$ cat config.mk
export PLATFORM = sky130hd
export DESIGN_NAME = tile_region_allocator_2d_core
export DESIGN_NICKNAME = d
export VERILOG_FILES = /design/src/design/tra_pkg.sv /design/src/design/tra_bitmap.sv /design/src/design/tile_region_allocator_2d_core.sv
export SDC_FILE = /design/constraint.sdc
export NUM_CORES = 1
export LEC_CHECK = 0
export BUFFER_PORTS_ARGS = -buffer_cell sky130_fd_sc_hd__buf_2
export CAP_MARGIN = 5
export CORE_AREA = 2 2 423 425
export CTS_CLUSTER_DIAMETER = 30
export CTS_CLUSTER_SIZE = 8
export DETAILED_ROUTE_END_ITERATION = 10
export DIE_AREA = 0 0 425 427
export PLACE_DENSITY = 0.52
export SYNTH_ARGS = -nofsm -noshare
export SYNTH_HDL_FRONTEND = slang
export SYNTH_SLANG_ARGS = --single-unit
$ cat constraint.sdc
create_clock -name clk_i -period 10.4 [get_ports clk_i]
set_clock_uncertainty 0.2 [all_clocks]
set_input_delay 1.04 -clock clk_i [delete_from_list [all_inputs] [get_ports clk_i]]
set_output_delay 1.04 -clock clk_i [all_outputs]
set_load 0.03 [all_outputs]
$ cat src/design/tra_pkg.sv
`timescale 1ns / 1ps

package tra_pkg;

  localparam int GRID_MAX_DEF = 32;

  localparam int CFG_W   = 6;
  localparam int POS_W   = 5;
  localparam int SIZE_W  = 6;
  localparam int COORD_W = 6;
  localparam int SUM_W   = 8;
  localparam int ACT_W   = 2;
  localparam int STS_W   = 2;
  localparam int DATA_W  = 24;
  localparam int APB_AW  = 3;
  localparam int APB_DW  = 32;

  localparam logic [CFG_W-1:0] GRID_RST = CFG_W'(32);

  localparam logic [APB_AW-3:0] REG_GRID = '0;

  typedef enum logic [ACT_W-1:0] {
    ACT_ALLOC   = 2'd0,
    ACT_RESERVE = 2'd1,
    ACT_FREE    = 2'd2,
    ACT_NOP     = 2'd3
  } act_e;

  typedef enum logic [STS_W-1:0] {
    STS_OK      = 2'd0,
    STS_TOO_BIG = 2'd1,
    STS_NO_FIT  = 2'd2,
    STS_BOUNDS  = 2'd3
  } sts_e;

endpackage

$ cat src/design/tra_bitmap.sv
`timescale 1ns / 1ps

module tra_bitmap #(
  parameter int GRID_MAX = tra_pkg::GRID_MAX_DEF,
  parameter int AW       = (GRID_MAX > 1) ? $clog2(GRID_MAX) : 1
) (
  input  logic                clk_i,
  input  logic                rst_ni,
  input  logic                rd_en_i,
  input  logic [AW-1:0]       rd_addr_i,
  output logic [GRID_MAX-1:0] rd_data_o,
  input  logic                wr_en_i,
  input  logic [AW-1:0]       wr_addr_i,
  input  logic [GRID_MAX-1:0] wr_data_i
);
  import tra_pkg::*;

  logic [GRID_MAX-1:0] mem_q [GRID_MAX];
  logic [GRID_MAX-1:0] vld_q;
  logic [GRID_MAX-1:0] rdat_q;
  logic                rvld_q;

  always_ff @(posedge clk_i) begin
    if (wr_en_i) begin
      mem_q[wr_addr_i] <= wr_data_i;
    end
    if (rd_en_i) begin
      rdat_q <= mem_q[rd_addr_i];
    end
  end

  always_ff @(posedge clk_i or negedge rst_ni) begin
    if (!rst_ni) begin
      vld_q  <= '0;
      rvld_q <= 1'b0;
    end else begin
      if (wr_en_i) begin
        vld_q[wr_addr_i] <= 1'b1;
      end
      if (rd_en_i) begin
        rvld_q <= vld_q[rd_addr_i];
      end
    end
  end

  // unwritten columns read as free
  assign rd_data_o = rvld_q ? rdat_q : '0;

endmodule

$ cat src/design/tile_region_allocator_2d_core.sv
`timescale 1ns / 1ps

// Channel  Dir  Payload                                            Beat when
// s_axis   in   tuser: action; tdata: pos_x, pos_y, width, height  tvalid & tready
// m_axis   out  tuser: status; tdata: found_x, found_y, w, h       tvalid & tready
// apb      in   grid_tiles at byte address 0                       psel & penable & pwrite
//
// One request at a time; s_axis_tready is high only while the sequencer is idle.
// Reserve/free: one bitmap read-modify-write per column.
// Allocate: per candidate column x, the w columns are ORed through the single
// bitmap read port, then the shared window compare steps over the candidate rows;
// a hit then marks the region through the same column walk.
// Reset clears the bitmap through per-column valid bits at once; no clearing pass.
// A finished result waits in the output register while the next request is taken.

module tile_region_allocator_2d_core #(
  parameter int GRID_MAX = tra_pkg::GRID_MAX_DEF
) (
  input  logic                        clk_i,
  input  logic                        rst_ni,
  input  logic                        s_axis_tvalid,
  output logic                        s_axis_tready,
  input  logic [tra_pkg::DATA_W-1:0]  s_axis_tdata,  // pos_x, pos_y, width, height
  input  logic [tra_pkg::ACT_W-1:0]   s_axis_tuser,  // action
  output logic                        m_axis_tvalid,
  input  logic                        m_axis_tready,
  output logic [tra_pkg::DATA_W-1:0]  m_axis_tdata,  // found_x, found_y, out_width, out_height
  output logic [tra_pkg::STS_W-1:0]   m_axis_tuser,  // status
  input  logic                        psel,
  input  logic                        penable,
  input  logic                        pwrite,
  input  logic [tra_pkg::APB_AW-1:0]  paddr,
  input  logic [tra_pkg::APB_DW-1:0]  pwdata,
  output logic [tra_pkg::APB_DW-1:0]  prdata,
  output logic                        pready
);
  import tra_pkg::*;

  localparam int AW = (GRID_MAX > 1) ? $clog2(GRID_MAX) : 1;
  localparam int G  = GRID_MAX;

  typedef enum logic [2:0] {
    S_IDLE,
    S_LOAD,
    S_SCAN,
    S_PREP,
    S_MARK,
    S_DONE
  } state_e;

  state_e              state_q, state_d;
  logic [CFG_W-1:0]    grid_q;
  logic [COORD_W-1:0]  x_q, x_d, y_q, y_d;
  logic [SIZE_W-1:0]   w_q, w_d, h_q, h_d;
  logic [SUM_W-1:0]    n_q, n_d;
  logic [G-1:0]        hmask_q, hmask_d, acc_q, acc_d, mask_q, mask_d;
  logic [SIZE_W-1:0]   cnt_q, cnt_d;
  logic                pend_q, pend_d;
  logic [AW-1:0]       pcol_q, pcol_d;
  logic                used_q, used_d;
  sts_e                st_q, st_d;

  logic                ovld_q;
  sts_e                ost_q;
  logic [POS_W-1:0]    ox_q, oy_q;
  logic [SIZE_W-1:0]   ow_q, oh_q;

  logic [POS_W-1:0]    in_x, in_y;
  logic [SIZE_W-1:0]   in_w, in_h;
  logic [SUM_W-1:0]    grid8, gmax8, n_in;
  logic                s_beat, cfg_wr, out_free;
  logic                rd_en, wr_en;
  logic [AW-1:0]       rd_addr;
  logic [G-1:0]        rd_data, wr_data;
  logic [SUM_W-1:0]    col_sum;
  logic                issuing;

  assign in_x = s_axis_tdata[4:0];
  assign in_y = s_axis_tdata[9:5];
  assign in_w = s_axis_tdata[15:10];
  assign in_h = s_axis_tdata[21:16];

  assign s_axis_tready = (state_q == S_IDLE);
  assign s_beat        = s_axis_tvalid && s_axis_tready;
  assign out_free      = !ovld_q || m_axis_tready;

  assign pready = 1'b1;
  assign prdata = APB_DW'(grid_q);
  assign cfg_wr = psel && penable && pwrite && (paddr[APB_AW-1:2] == REG_GRID);

  assign grid8 = SUM_W'(grid_q);
  assign gmax8 = SUM_W'(GRID_MAX);
  assign n_in  = (grid8 < gmax8) ? grid8 : gmax8;

  // column walk shared by the load and mark passes
  assign issuing = (state_q == S_LOAD || state_q == S_MARK) && (cnt_q != w_q);
  assign col_sum = SUM_W'(x_q) + SUM_W'(cnt_q);
  assign rd_en   = issuing;
  assign rd_addr = col_sum[AW-1:0];
  assign wr_en   = (state_q == S_MARK) && pend_q;
  assign wr_data = used_q ? (rd_data | mask_q) : (rd_data & ~mask_q);

  tra_bitmap #(
    .GRID_MAX (GRID_MAX),
    .AW       (AW)
  ) u_bitmap (
    .clk_i     (clk_i),
    .rst_ni    (rst_ni),
    .rd_en_i   (rd_en),
    .rd_addr_i (rd_addr),
    .rd_data_o (rd_data),
    .wr_en_i   (wr_en),
    .wr_addr_i (pcol_q),
    .wr_data_i (wr_data)
  );

  always_comb begin
    state_d = state_q;
    x_d     = x_q;
    y_d     = y_q;
    w_d     = w_q;
    h_d     = h_q;
    n_d     = n_q;
    hmask_d = hmask_q;
    acc_d   = acc_q;
    mask_d  = mask_q;
    cnt_d   = cnt_q;
    pend_d  = pend_q;
    pcol_d  = pcol_q;
    used_d  = used_q;
    st_d    = st_q;

    unique case (state_q)
      S_IDLE: begin
        if (s_beat) begin
          w_d     = in_w;
          h_d     = in_h;
          n_d     = n_in;
          hmask_d = ~({G{1'b1}} << in_h);
          x_d     = COORD_W'(in_x);
          y_d     = COORD_W'(in_y);
          cnt_d   = '0;
          pend_d  = 1'b0;
          acc_d   = '0;
          used_d  = (act_e'(s_axis_tuser) != ACT_FREE);
          st_d    = STS_BOUNDS;
          unique case (act_e'(s_axis_tuser))
            ACT_ALLOC: begin
              x_d = '0;
              y_d = '0;
              if (in_w == '0 || in_h == '0 || SUM_W'(in_w) > n_in ||
                  SUM_W'(in_h) > n_in) begin
                st_d    = STS_TOO_BIG;
                state_d = S_DONE;
              end else begin
                state_d = S_LOAD;
              end
            end
            ACT_RESERVE, ACT_FREE: begin
              if (in_w != '0 && in_h != '0 &&
                  SUM_W'(in_x) + SUM_W'(in_w) <= n_in &&
                  SUM_W'(in_y) + SUM_W'(in_h) <= n_in) begin
                st_d    = STS_OK;
                state_d = S_PREP;
              end else begin
                state_d = S_DONE;
              end
            end
            default: state_d = S_DONE;
          endcase
        end
      end

      S_LOAD: begin
        if (pend_q) begin
          acc_d = acc_q | rd_data;
        end
        if (issuing) begin
          cnt_d  = cnt_q + 1'b1;
          pend_d = 1'b1;
          pcol_d = rd_addr;
        end else begin
          pend_d = 1'b0;
          if (!pend_q) begin
            y_d     = '0;
            state_d = S_SCAN;
          end
        end
      end

      S_SCAN: begin
        if ((acc_q & hmask_q) == '0) begin
          state_d = S_PREP;
        end else if (SUM_W'(y_q) + SUM_W'(h_q) + 1'b1 <= n_q) begin
          y_d   = y_q + 1'b1;
          acc_d = acc_q >> 1;
        end else if (SUM_W'(x_q) + SUM_W'(w_q) + 1'b1 <= n_q) begin
          x_d     = x_q + 1'b1;
          cnt_d   = '0;
          acc_d   = '0;
          state_d = S_LOAD;
        end else begin
          x_d     = '0;
          y_d     = '0;
          st_d    = STS_NO_FIT;
          state_d = S_DONE;
        end
      end

      S_PREP: begin
        mask_d  = hmask_q << y_q;
        cnt_d   = '0;
        pend_d  = 1'b0;
        state_d = S_MARK;
      end

      S_MARK: begin
        if (issuing) begin
          cnt_d  = cnt_q + 1'b1;
          pend_d = 1'b1;
          pcol_d = rd_addr;
        end else begin
          pend_d = 1'b0;
          if (!pend_q) begin
            st_d    = STS_OK;
            state_d = S_DONE;
          end
        end
      end

      S_DONE: begin
        if (out_free) begin
          state_d = S_IDLE;
        end
      end

      default: state_d = S_IDLE;
    endcase
  end

  always_ff @(posedge clk_i or negedge rst_ni) begin
    if (!rst_ni) begin
      state_q <= S_IDLE;
      grid_q  <= GRID_RST;
      ovld_q  <= 1'b0;
      pend_q  <= 1'b0;
      cnt_q   <= '0;
      ost_q   <= STS_OK;
      ox_q    <= '0;
      oy_q    <= '0;
      ow_q    <= '0;
      oh_q    <= '0;
    end else begin
      state_q <= state_d;
      pend_q  <= pend_d;
      cnt_q   <= cnt_d;
      if (cfg_wr) begin
        grid_q <= pwdata[CFG_W-1:0];
      end
      if (state_q == S_DONE && out_free) begin
        ovld_q <= 1'b1;
      end else if (m_axis_tready) begin
        ovld_q <= 1'b0;
      end
      if (state_q == S_DONE && out_free) begin
        ost_q <= st_q;
        ox_q  <= x_q[POS_W-1:0];
        oy_q  <= y_q[POS_W-1:0];
        ow_q  <= w_q;
        oh_q  <= h_q;
      end
    end
  end

  always_ff @(posedge clk_i) begin
    x_q     <= x_d;
    y_q     <= y_d;
    w_q     <= w_d;
    h_q     <= h_d;
    n_q     <= n_d;
    hmask_q <= hmask_d;
    acc_q   <= acc_d;
    mask_q  <= mask_d;
    pcol_q  <= pcol_d;
    used_q  <= used_d;
    st_q    <= st_d;
  end

  assign m_axis_tvalid = ovld_q;
  assign m_axis_tuser  = ost_q;
  assign m_axis_tdata  = {2'b00, oh_q, ow_q, oy_q, ox_q};

endmodule
==> run summary, run 1 <==
status -> complete, no violations
hold_ws -> 0.218 ns
Slew Viols, Final -> 0
CP startpoint kind -> register
GR Overflow Total -> 0
Synth top cells by count -> edfxtp_1, nand2_1, mux4_2
Worst R2R Start -> x_q[0]
number of core rows -> 155
max-cap violations -> 0
reg2reg path depth -> 9
Clock transition at path regs -> 0.05 ns
Die W -> 425 microns
Worst Setup EP -> u_bitmap.rdat_q[19]
CP max stage delay -> 0.93 ns
CTS tree -> done
Tcrit/Tclk final -> 44.2%
Tmin final -> 4.60 ns
Pleak -> 0.0224 uW
dpl hpwl -> 77000 microns
Req. time, crit path -> 10.75 ns
synthesized area -> 52800 sq um
GPL Wtd Cong -> 0.866
number of diodes -> 0
total power -> 22900 uW
Async SR Flop Fraction -> 5.86%
worst slew pin tran -> 1.33 ns
total CTS buffers -> 282
H-tree levels -> 5
final hold vios -> 0
Cell Chain, Critical Path -> ha_4 > fa_4 > buf_4 > buf_12 > mux4_2 > nand2_1 > nand3_1 > nand2_1 > o21ai_0
core footprint -> 177000 sq um
Starting DRT DRC Count -> 2934
# setup viols final -> 0
via count -> 29676
Seq/Total Area, Yosys -> 71.1%
layout cell share with drive strength beyond 1 -> 28.1%
first drt pass iteration count -> 5
Die Y-Extent -> 427 microns
drt via density -> 4.99
pwr dens -> 351 nW/um^2
main flop type after synthesis -> edfxtp_1
synthesized area per cell -> 16.9 sq um
Hold WC Path Type -> input port to register
CTS sink cnt -> 1263
CP arrival -> 4.95 ns
Yosys Warn Count -> 0
dpl ws -> 5.76 ns
Post-DRT Antenna Nets -> 0
Initial Util -> 29.8%
CP max FO -> 112
largest net degree at the start of global routing -> 120
first-pass GRT wire length -> 212000 microns
Max Clk Rate -> 217 MHz
Post-synth EDFFs -> 1189
Root Buffer Master -> clkbuf_16
overall routing resource usage -> 15.9%
Routed WL -> 145000 microns
main area contributors after synthesis -> edfxtp_1, mux4_2, dfrtp_1
slowest CP cell -> fa_4
fin nets -> 3541
maximum vdd drop -> 391 uV
post-route setup slack -> 5.80 ns
Synth top area share -> 67.6%
vias in the first global route -> 30689
number of port buffers -> 69
P&R area growth vs syn -> 23.7%
critical path class -> register to register
Wirelength per Cell -> 24.4 microns
residual DRC count -> 0
crit path capture type -> register
most frequent cell after synthesis -> edfxtp_1
Critical path origin -> x_q[0]
fill count -> 16490
Synth area leader -> edfxtp_1
worst skew pair latency -> 0.87 ns
antenna violations before repair -> 3
IO Pins -> 129
Hold Crit Depth -> 2
Most common cell on crit path -> nand2_1
end of the worst register-to-register path -> u_bitmap.rdat_q[19]
Rel. slew slack -> 11.5%
Die Footprint -> 181000 sq um
setup TNS -> 0 ns
Cell variety after synth -> 68
CTS max path bufs -> 4
register bit count reported by yosys -> 1263
flop-to-flop setup slack -> 5.80 ns
Cells after Synth -> 3132
RSZ-0062 raised after global routing -> no
-- metal layers --
layer	wire, microns	global-route usage (%)	up-vias
met1	62100	21.3	15515
met3	9470	3.39	234
li1	-	-	12807
met2	70400	25.9	1120
met5	0	0	-
met4	3300	4.87	0
-- cell type report --
class                      instances  area (sq um)  share of cell area [%]
timing repair buffer             151          1070                    1.64
tap                             2355          2950                    4.51
sequential                      1263         37600                    57.5
multi-input combinational       1655         14700                    22.5
clock buffer                     328          7380                    11.3
inverter                          47           183                   0.280
clock inverter                   150          1500                    2.30
-- critical path: cells and delay by family, from the launching register on --
| family | cells | cell delay [ns] |
|---|---|---|
| fa+ha+maj | 2 | 1.17 |
| compound gates | 1 | 0.59 |
| mux | 1 | 0.35 |
| buf+inv | 2 | 1.00 |
| flops | 1 | 0.54 |
| simple gates | 3 | 0.24 |
-- layout by cell type, fill, tap and decap left out, types with 7 or more instances in the layout --
master	count
a211oi_1	12
a21o_1	18
a21oi_1	72
a22oi_1	16
buf_2	68
buf_4	72
bufinv_16	27
clkbuf_1	37
clkbuf_16	287
clkinv_1	41
clkinv_2	44
clkinv_4	7
clkinvlp_4	27
conb_1	29
dfrtp_1	72
edfxtp_1	1189
ha_1	67
inv_1	44
mux2_2	42
mux2i_1	23
mux4_2	294
nand2_1	463
nand2b_1	14
nand3_1	184
nand4_1	9
nor2_1	55
nor2_4	33
nor2b_1	13
nor3_1	8
o21ai_0	107
o21ai_2	31
o21bai_1	8
o22ai_1	8
or2_2	35
xnor2_1	19
xor2_1	11
-- state kept, by name, summed over array words and instances, names as in the netlist, 2 cells and up --
signal and count:
st_q 2, oh_q 6, ow_q 6, y_q 6
u_bitmap.mem_q 1024, m_axis_tuser 2, oy_q 5, x_q 6
w_q 6, grid_q 6, u_bitmap.vld_q 32, mask_q 32
h_q 6, cnt_q 6, ox_q 5, hmask_q 31
pcol_q 5, u_bitmap.rdat_q 32, state_q 3, acc_q 32
n_q 6
-- power breakdown --
group          total, uW  internal [uW]  leakage (uW)  switching, uW
combinational       7790           3080       0.00637           4700
clock               8300           5660       0.00428           2640
sequential          6850           6460        0.0118            391
-- worst min-delay path by stage --
stage / start / end / slack (ns)
2_1_floorplan: u_bitmap.vld_q[10] / u_bitmap.vld_q[10] / 0.23
3_3_place_gp: u_bitmap.vld_q[31] / u_bitmap.vld_q[31] / 0.25
3_5_place_dp: u_bitmap.vld_q[18] / u_bitmap.vld_q[18] / 0.25
4_1_cts: pwdata[2] / grid_q[2] / 0.15
5_1_grt: pwdata[1] / grid_q[1] / 0.17
6_report: pwdata[4] / grid_q[4] / 0.22
-- stage by stage --
step / area [sq um] / instances / utilization, %
2_1_floorplan: 52900 / 3159 / -
3_3_place_gp: 56400 / 5466 / 31.8
3_5_place_dp: 56400 / 5466 / 31.8
4_1_cts: 65300 / 5945 / 36.8
5_1_grt: 65300 / 5949 / 36.8
6_report: 65300 / 5949 / 36.8
-- repair_timing --
item,4_1_cts,5_1_grt
endpoints found under the hold margin,16,0
resized for setup,0,0
hold buffers,1,0
setup endpoints to repair,0,0
buffers inserted,0,0
-- kinds of logic after synthesis --
group / after synthesis / synth area share [%]
xor+xnor: 33 / 0.547
simple gates: 847 / 7.01
fa+ha+maj: 73 / 1.80
flops: 1263 / 71.1
buf+inv: 241 / 2.10
mux: 359 / 13.9
other cells: 2 / 0.0142
compound gates: 314 / 3.54
No activity file was read; power rests on OpenSTA's default activity.
==> run 2, diff against run 1 <==
--- a/config.mk
+++ b/config.mk
@@ -12,7 +12,7 @@
 export CTS_CLUSTER_SIZE = 8
 export DETAILED_ROUTE_END_ITERATION = 10
 export DIE_AREA = 0 0 425 427
-export PLACE_DENSITY = 0.52
+export PLACE_DENSITY = 0.54
 export SYNTH_ARGS = -nofsm -noshare
 export SYNTH_HDL_FRONTEND = slang
 export SYNTH_SLANG_ARGS = --single-unit
==> constraint.sdc (replaced) <==
create_clock -name clk_i -period 4 [get_ports clk_i]
set_clock_uncertainty 0.2 [all_clocks]
set_input_delay 0.4 -clock clk_i [delete_from_list [all_inputs] [get_ports clk_i]]
set_output_delay 0.4 -clock clk_i [all_outputs]
set_load 0.03 [all_outputs]
==> run 2 against run 1 <==
Effect of this change:
- worst hold slack got worse by 0.0052 ns
- via count is 2.4% higher
- clock power grew to 2.8 times the previous value
- utilization increased by 1.3 points
- clock-buffer cell count is 23 higher
- power grew to 2.7 times the previous value
- register-to-register slack got worse by 5.6 ns
- worst setup slack worse by 5.6 ns
- largest cell class unchanged
==> run summary, run 2 (synthesis results as in run 1) <==
final hold vios -> 0
antenna violations before repair -> 1
fill count -> 16269
via count -> 30374
total CTS buffers -> 298
Tmin final -> 3.84 ns
Worst R2R Start -> x_q[1]
Rel. slew slack -> 32.1%
residual DRC count -> 0
vias in the first global route -> 31317
CTS sink cnt -> 1263
combinational power share -> 34.8%
fin area -> 67600 sq um
Wirelength per Cell -> 24.1 microns
CP max FO -> 6
Max Clk Rate -> 260 MHz
min-delay src -> s_axis_tdata[13]
drt via density -> 4.96
Hold WC Path Type -> input port to register
dpl ws -> 0.150 ns
clock network fraction of total power -> 36.9%
crit path capture type -> register
Root Buffer Master -> clkbuf_16
worst skew pair latency -> 0.88 ns
WHS Endpoint -> w_q[3]
GR Overflow Total -> 0
Die Y-Extent -> 427 microns
Clock transition at path regs -> 0.04 ns
H-tree levels -> 5
Sw Share -> 33.1%
Flop pwr share -> 28.3%
P&R area growth vs syn -> 28.1%
maximum vdd drop -> 770 uV
layout cell share with drive strength beyond 1 -> 30.3%
reg2reg path depth -> 14
Hold Crit Depth -> 2
Tcrit/Tclk final -> 96.0%
CTS max path bufs -> 4
commonest cells after routing, fill and taps aside -> edfxtp_1, nand2_1, clkbuf_16
number of flip-flops in the largest register -> 1024
RSZ-0062 raised after global routing -> no
sw power -> 20700 uW
Pleak -> 0.0236 uW
Post-DRT Antenna Nets -> 0
core footprint -> 177000 sq um
IO Pins -> 129
Die W -> 425 microns
overall routing resource usage -> 16.2%
# setup viols final -> 0
Initial Util -> 29.8%
FF/Latch Area -> 37600 sq um
max-cap violations -> 0
number of port buffers -> 69
CTS tree -> done
post-route setup slack -> 0.158 ns
Routed WL -> 147000 microns
number of diodes -> 0
fin nets -> 3701
largest net degree at the start of global routing -> 67
dpl hpwl -> 84700 microns
flop-to-flop setup slack -> 0.16 ns
Die Footprint -> 181000 sq um
most common cell after layout, fill and taps aside -> edfxtp_1
Multi-input gate area -> 14700 sq um
Reg with most FFs -> u_bitmap.mem_q
DP Area -> 57500 sq um
Req. time, crit path -> 4.55 ns
end of the worst register-to-register path -> cnt_q[2]
status -> complete, no violations
first-pass GRT wire length -> 216000 microns
first drt pass iteration count -> 5
critical path class -> register to register
CP arrival -> 4.39 ns
worst slew pin tran -> 1.02 ns
GPL Wtd Cong -> 0.854
Starting DRT DRC Count -> 3258
Int Pwr -> 41900 uW
CP startpoint kind -> register
pwr dens -> 925 nW/um^2
Slew Viols, Final -> 0
number of core rows -> 155
[run 2: changes by cell type in the layout (fill, tap and decap cells not counted), moves of 3 or more]
cell           change
buf_12            +30
buf_4             +73
buf_8              -4
bufinv_16          +6
clkbuf_16         +19
clkbuf_8           +4
clkinv_1           +7
clkinv_2           -8
clkinvlp_4         -3
dlygate4sd3_1     +44
[run 2: per-stage QoR]
step / instances / utilization, % / setup TNS, ns / hold slack [ns] / power, uW
2_1_floorplan: 3159 / - / -4.89 / -0.0956 / 32000
3_3_place_gp: 5566 / 32.5 / 0 / 0.247 / 39800
3_5_place_dp: 5566 / 32.5 / 0 / 0.248 / 39800
4_1_cts: 6119 / 38.1 / 0 / 0.137 / 63200
5_1_grt: 6122 / 38.2 / 0 / 0.185 / 65500
6_report: 6122 / 38.2 / 0 / 0.213 / 62600
[run 2: area by class of cell]
type / instances / area share, %
tap: 2355 / 4.36
timing repair buffer: 295 / 3.88
sequential: 1263 / 55.5
inverter: 47 / 0.281
clock inverter: 156 / 2.52
multi-input combinational: 1655 / 21.8
clock buffer: 351 / 11.7
[run 2: repair_timing]
action | in CTS | in global routing
hold buffers | 46 | 0
endpoints found under the hold margin | 119 | 0
endpoints found under the setup margin | 0 | 32
buffers inserted | 0 | 3
resized for setup | 0 | 2
[run 2: metal layers]
layer	vias to the layer above	track usage [%]	part of all wire, %
met2	1172	26.0	47
met3	291	2.87	6.7
met4	0	5.16	2.5
met1	15768	22.2	43
li1	13143	-	-
met5	-	0	0
[run 2: worst max-delay path: stages, from the launching register on]
cell and delay, ns:
edfxtp_1 0.43, ha_1 0.31, a21o_1 0.18, a21o_1 0.19, a21o_1 0.20, a21oi_2 0.16, xnor2_1 0.14, ha_1 0.27
a211oi_1 0.23, o21ai_1 0.13, a311oi_4 0.41, buf_4 0.20, o21ai_2 0.05, or2_4 0.28, a221o_1 0.34
[run 2: how the worst max path moves through the flow]
stage                 from         to  slack, ns  depth (start not counted)
finish              x_q[1]   cnt_q[2]       0.16                         14
global route        x_q[1]   cnt_q[2]      0.007                         14
CTS                 x_q[1]  acc_q[17]       0.14                         13
detailed placement  w_q[1]   acc_q[1]       0.15                         13
global placement    w_q[1]  acc_q[15]       0.12                         13
floorplan           y_q[0]   acc_q[0]      -0.15                         17
[run 2: power by group through the flow]
stage / Sequential (uW) / Clock [uW] / Combinational [uW]
after global routing: 17800 / 24100 / 23600
after floorplan: 17800 / 0 / 14200
after CTS: 17700 / 23400 / 22000
after global placement: 17900 / 0 / 21800
after detailed placement: 17900 / 0 / 21800
final: 17700 / 23100 / 21800
